<file path="src/design/vrbi_pkg.sv">
// Package for the video register bus interface.
// Holds sizes, register addresses, the controller state type and the command struct.
// No dependencies.
`default_nettype none

package vrbi_pkg;

    // Fixed sizes of the stores
    localparam int BANK_BYTES        = 8192;
    localparam int BANK_COUNT_DEF    = 2;
    localparam int SPRITE_BYTES      = 160;
    localparam int COLOR_TABLE_BYTES = 64;

    localparam int OFFS_W = $clog2(BANK_BYTES);
    localparam int SPR_AW = $clog2(SPRITE_BYTES);
    localparam int CT_AW  = $clog2(COLOR_TABLE_BYTES);

    // Bus map
    localparam logic [15:0] ADDR_OAM_LO = 16'hfe00;
    localparam logic [15:0] ADDR_OAM_HI = 16'hfe9f;
    localparam logic [15:0] ADDR_LCDC   = 16'hff40;
    localparam logic [15:0] ADDR_STAT   = 16'hff41;
    localparam logic [15:0] ADDR_SCY    = 16'hff42;
    localparam logic [15:0] ADDR_SCX    = 16'hff43;
    localparam logic [15:0] ADDR_LY     = 16'hff44;
    localparam logic [15:0] ADDR_LYC    = 16'hff45;
    localparam logic [15:0] ADDR_DMA    = 16'hff46;
    localparam logic [15:0] ADDR_BGP    = 16'hff47;
    localparam logic [15:0] ADDR_OBP0   = 16'hff48;
    localparam logic [15:0] ADDR_OBP1   = 16'hff49;
    localparam logic [15:0] ADDR_WY     = 16'hff4a;
    localparam logic [15:0] ADDR_WX     = 16'hff4b;
    localparam logic [15:0] ADDR_VBK    = 16'hff4f;
    localparam logic [15:0] ADDR_BCPS   = 16'hff68;
    localparam logic [15:0] ADDR_BCPD   = 16'hff69;
    localparam logic [15:0] ADDR_OCPS   = 16'hff6a;
    localparam logic [15:0] ADDR_OCPD   = 16'hff6b;

    localparam logic [2:0] VRAM_TOP  = 3'b100;   // 0x8000-0x9fff
    localparam logic [1:0] MODE_VBLANK = 2'd1;
    localparam logic [7:0] UNMAPPED  = 8'hff;

    typedef enum logic [1:0] {
        ST_IDLE,
        ST_EXEC,
        ST_DONE
    } state_t;

    // Where the read byte of a finished item comes from
    typedef enum logic [2:0] {
        SRC_REG,
        SRC_VRAM,
        SRC_OAM,
        SRC_BGC,
        SRC_OBJC
    } rd_src_t;

    typedef struct packed {
        logic capture;   // latch the incoming item
        logic exec;      // decode, access memories, update registers
        logic load;      // move result into the output register
    } ctrl_cmd_t;

endpackage

`default_nettype wire

</file>
<file path="src/design/vrbi_ctrl.sv">
// Controller of the video register bus interface: sequences capture, execute, load.
// Depends on vrbi_pkg.
`default_nettype none

module vrbi_ctrl (
    input  wire logic              clk,
    input  wire logic              rst_n,
    input  wire logic              in_valid,
    output logic                   in_ready,
    output logic                   out_valid,
    input  wire logic              out_ready,
    output vrbi_pkg::ctrl_cmd_t    cmd
);
    import vrbi_pkg::*;

    state_t state_reg, state_next;
    logic   out_valid_reg, out_valid_next;
    logic   slot_free;

    assign slot_free = !out_valid_reg || out_ready;

    // next state
    always_comb
    begin
        state_next = state_reg;
        case (state_reg)
            ST_IDLE: if (in_valid) state_next = ST_EXEC;
            ST_EXEC: state_next = ST_DONE;
            ST_DONE: if (slot_free) state_next = ST_IDLE;
            default: state_next = ST_IDLE;
        endcase
    end

    // outputs
    always_comb
    begin
        in_ready    = 1'b0;
        cmd         = '0;
        case (state_reg)
            ST_IDLE:
            begin
                in_ready    = 1'b1;
                cmd.capture = in_valid;
            end
            ST_EXEC: cmd.exec = 1'b1;
            ST_DONE: cmd.load = slot_free;
            default: ;
        endcase
    end

    always_comb
    begin
        if (cmd.load)
            out_valid_next = 1'b1;
        else if (out_ready)
            out_valid_next = 1'b0;
        else
            out_valid_next = out_valid_reg;
    end

    always_ff @(posedge clk or negedge rst_n)
    begin
        if (!rst_n)
        begin
            state_reg     <= ST_IDLE;
            out_valid_reg <= 1'b0;
        end
        else
        begin
            state_reg     <= state_next;
            out_valid_reg <= out_valid_next;
        end
    end

    assign out_valid = out_valid_reg;

    a_capture_to_exec: assert property (@(posedge clk) disable iff (!rst_n)
        cmd.capture |=> state_reg == ST_EXEC)
        else $error("captured item did not enter execute");

    a_exec_to_done: assert property (@(posedge clk) disable iff (!rst_n)
        state_reg == ST_EXEC |=> state_reg == ST_DONE && !in_ready)
        else $error("execute not followed by done");

    a_hold_when_full: assert property (@(posedge clk) disable iff (!rst_n)
        state_reg == ST_DONE && out_valid_reg && !out_ready |=> state_reg == ST_DONE)
        else $error("result loaded over an untaken one");

    a_valid_from_load: assert property (@(posedge clk) disable iff (!rst_n)
        $rose(out_valid_reg) |-> $past(state_reg) == ST_DONE)
        else $error("output valid without a finished item");

endmodule

`default_nettype wire

</file>
<file path="config.mk">
export PLATFORM = sky130hd
export DESIGN_NAME = vrbi_ctrl
export DESIGN_NICKNAME = d
export VERILOG_FILES = /design/src/design/vrbi_pkg.sv /design/src/design/vrbi_ctrl.sv
export SDC_FILE = /design/constraint.sdc
export NUM_CORES = 1
export LEC_CHECK = 0
export BUFFER_PORTS_ARGS = -buffer_cell sky130_fd_sc_hd__buf_2
export CAP_MARGIN = 10
export CELL_PAD_IN_SITES_DETAIL_PLACEMENT = 0
export CELL_PAD_IN_SITES_GLOBAL_PLACEMENT = 1
export CORE_AREA = 2 2 39 41
export DETAILED_ROUTE_END_ITERATION = 12
export DIE_AREA = 0 0 41 43
export PLACE_DENSITY = 0.38
export SETUP_SLACK_MARGIN = 0.1
export SYNTH_ARGS = -nofsm -noshare
export SYNTH_HDL_FRONTEND = slang
export SYNTH_SLANG_ARGS = --single-unit
</file>
<file path="constraint.sdc">
create_clock -name clk -period 3.4 [get_ports clk]
set_clock_uncertainty 0.2 [all_clocks]
set_input_delay 0.68 -clock clk [delete_from_list [all_inputs] [get_ports clk]]
set_output_delay 0.68 -clock clk [all_outputs]
set_load 0.005 [all_outputs]
</file>
==> results.md <==
* Row count at 14
* Postcts setup bufs at 0
* H-tree depth at 1
* Comb pwr share at 0.284
* Slowest cell on crit path: nand2b_1
* Core ar. at 0.00138 mm²
* Remaining global-route overflow at 0
* Clk root buf: clkbuf_4
* Worst EP arrival at 1.19 ns
* Nets at 29
* Final Hold Vio Count at 0
* Actual slew at the worst max-slew pin at between 0.1 and 0.15 ns
* DRT iter0 DRCs at 1
* CTS Sinks at 3
* Area contributors post-synth: dfrtp_1, and2_1, nand2b_1
* Top-count cell post-synth: dfrtp_1
* Drt total wl at roughly 300 µm
* Largest net degree at the start of global routing at 4
* Post-route ant nets at 0
* Synth top area share at 0.536
* R2R Setup Slk at 2.39 ns
* CTS tree: yes
* Latest clock arrival within the worst-skew pair at around 0.24 ns
* Die height at 43 µm
* Period Utilization, post-route at 0.608
* Fin. max-slew vios at 0
* Maxcap violations at 0
* Fraction of registers with async set/reset at 1.00
* Syn Area/Cell at around 11 µm²
* Mapped Cells at 13
* Crit Path Class: input port to output port
* Hold Path Class: input port to asynchronous set/reset pin
* Buf/Inv on CP at 2
* Fillers at 160
* YS warnings at 0
* Clk slew on worst S/H paths at ~0.040 ns
* RSZ-0062 raised after global routing: false
* CP top delay family: simple AND/OR/NAND/NOR gates
* Max reg flops at 2
* Clock power frac at 0.386
* Die ar. at 0.00176 mm²
* Setup-failing EPs final at 0
* Post-CTS Resized at 0
* Syn nets at 17
* Crit-path cells: buf_2, nand2b_1, nor2b_1, buf_2
* PwrDens at 767 mW/mm²
* Vias at 130
* Worst EP required at 2.52 ns
* DRT Pass-1 Iters at 2
* Mapped Area at 140 µm²
* DP Area at 193 µm²
* Setup slack at placement at 1.33 ns
* Run status: completed
* Final worst setup slack at 1.33 ns
* Fin crit period at 2.07 ns
* Starting Density at 0.101
* Cell variety after synth at 9
* Vias in the first global route at 134
* Commonest cells post-synth: dfrtp_1, and2_1, nand2b_1
* Seq pwr share at 0.330
* DR vias/cell at 3.25
* Post-synth EDFFs at 0
* Initial antenna violation count at 0
* Routed WL per cell at around 7.7 µm
* Ports at 9
* Port Buffer Count at 8
* Lkg Pwr at 0.112 nW
* DIE WIDTH at 41 µm
* Seq. cell area at 75.1 µm²
* Worst-case clock buffer depth at 2
* Register area share after synthesis at 0.536
* Cell accounting for the most synthesized area: dfrtp_1
* Routability congestion estimate from global placement at 0.608
* Worst slew margin at 0.905
* Net Switching at 0.0504 mW
* Layout cells sized above 1 at 0.542
* Fin Setup TNS at 0 ns
* Crit-path max cell delay at around 0.16 ns
* Sw frac at 0.300
* Max rail drop VDD at roughly 220 µV
* Worst Setup End Kind: output port
* Area Overhead vs Synth at 56.3%
* Critical path peak fanout at 3
* Max Freq at approximately 480 MHz
* GRT Overall Usage at 0.0563
* Worst path most repeated cell: buf_2
* Pint at 0.118 mW
* Hold WS at 0.0316 ns
* Drc violations at 0
* Multi-input gate area at 57.6 µm²
* Seq cells post-synth at 3
* Num CTS Buffers at 3
* Hpwl dp at 222 µm
* First-pass GRT wire length at 552 µm
* Main synth FF type: dfrtp_1
* Antenna Cells at 0
* CP Launch Type: input port
* Hold_buf cts at 0
* Design Area, Final at between 200 and 250 µm²
## worst reg2reg max path, stage by stage, from the launching register on
cell,delay (ns)
dfrtp_1,0.38
nor2b_2,0.16
o21bai_1,0.15
## cell usage in the layout, fill, tap and decap left out, drive strengths merged
cell type  count
buf            8
clkbuf         4
dfrtp          3
nand2b         2
and2           2
nor2b          2
nor2           1
nand2          1
o21bai         1
## path summary, 6_finish.rpt
path                                          startpoint                  endpoint  depth (start not counted)
worst max-delay path                           out_ready                    cmd[0]                          4
worst min-delay path                               rst_n     out_valid$_DFFE_PN0P_                          1
worst max register to register  state_reg[0]$_DFFE_PN0P_  state_reg[1]$_DFFE_PN0P_                          2
worst min register to register     out_valid$_DFFE_PN0P_     out_valid$_DFFE_PN0P_                          2
max in group asynchronous                          rst_n  state_reg[1]$_DFFE_PN0P_                          1
min in group clk                   out_valid$_DFFE_PN0P_     out_valid$_DFFE_PN0P_                          2
## layer usage
layer	vias to the layer above	wire [µm]	track usage
met5	-	0	0
met4	0	12	0.0600
met3	4	52	0.0628
met2	11	95	0.0563
met1	54	147	0.0548
li1	61	-	-
## power by group through the flow
stage	combinational [mW]	clock (mW)	sequential [mW]
finish	0.0477	0.0649	0.0554
global route	0.0555	0.0717	0.0571
CTS	0.0491	0.0683	0.0554
detailed placement	0.0486	0	0.0558
global placement	0.0486	0	0.0558
floorplan	0.0295	0	0.0557
## through the flow
step	total power, mW	instances	utilization
3_3_place_gp	0.104	36	0.139
5_1_grt	0.184	40	0.158
6_report	0.168	40	0.158
4_1_cts	0.173	40	0.158
2_1_floorplan	0.0851	13	-
3_5_place_dp	0.104	36	0.139
## area by class of cell
type | instances | share of cell area
repair buffers | 8 | 0.183
multi-input cells | 9 | 0.263
flip-flops and latches | 3 | 0.343
clock buffers | 4 | 0.120
well taps | 16 | 0.0914
## logic make-up (layout without fill, tap and decap cells)
group / after synthesis / count (layout) / share of synthesized area
buffers and inverters: 1 / 12 / 0.0536
DFF: 3 / 3 / 0.536
and+or+nand+nor: 8 / 8 / 0.357
AOI/OAI and AO/OA: 1 / 1 / 0.0536
Power figures use the tool's default switching activity.
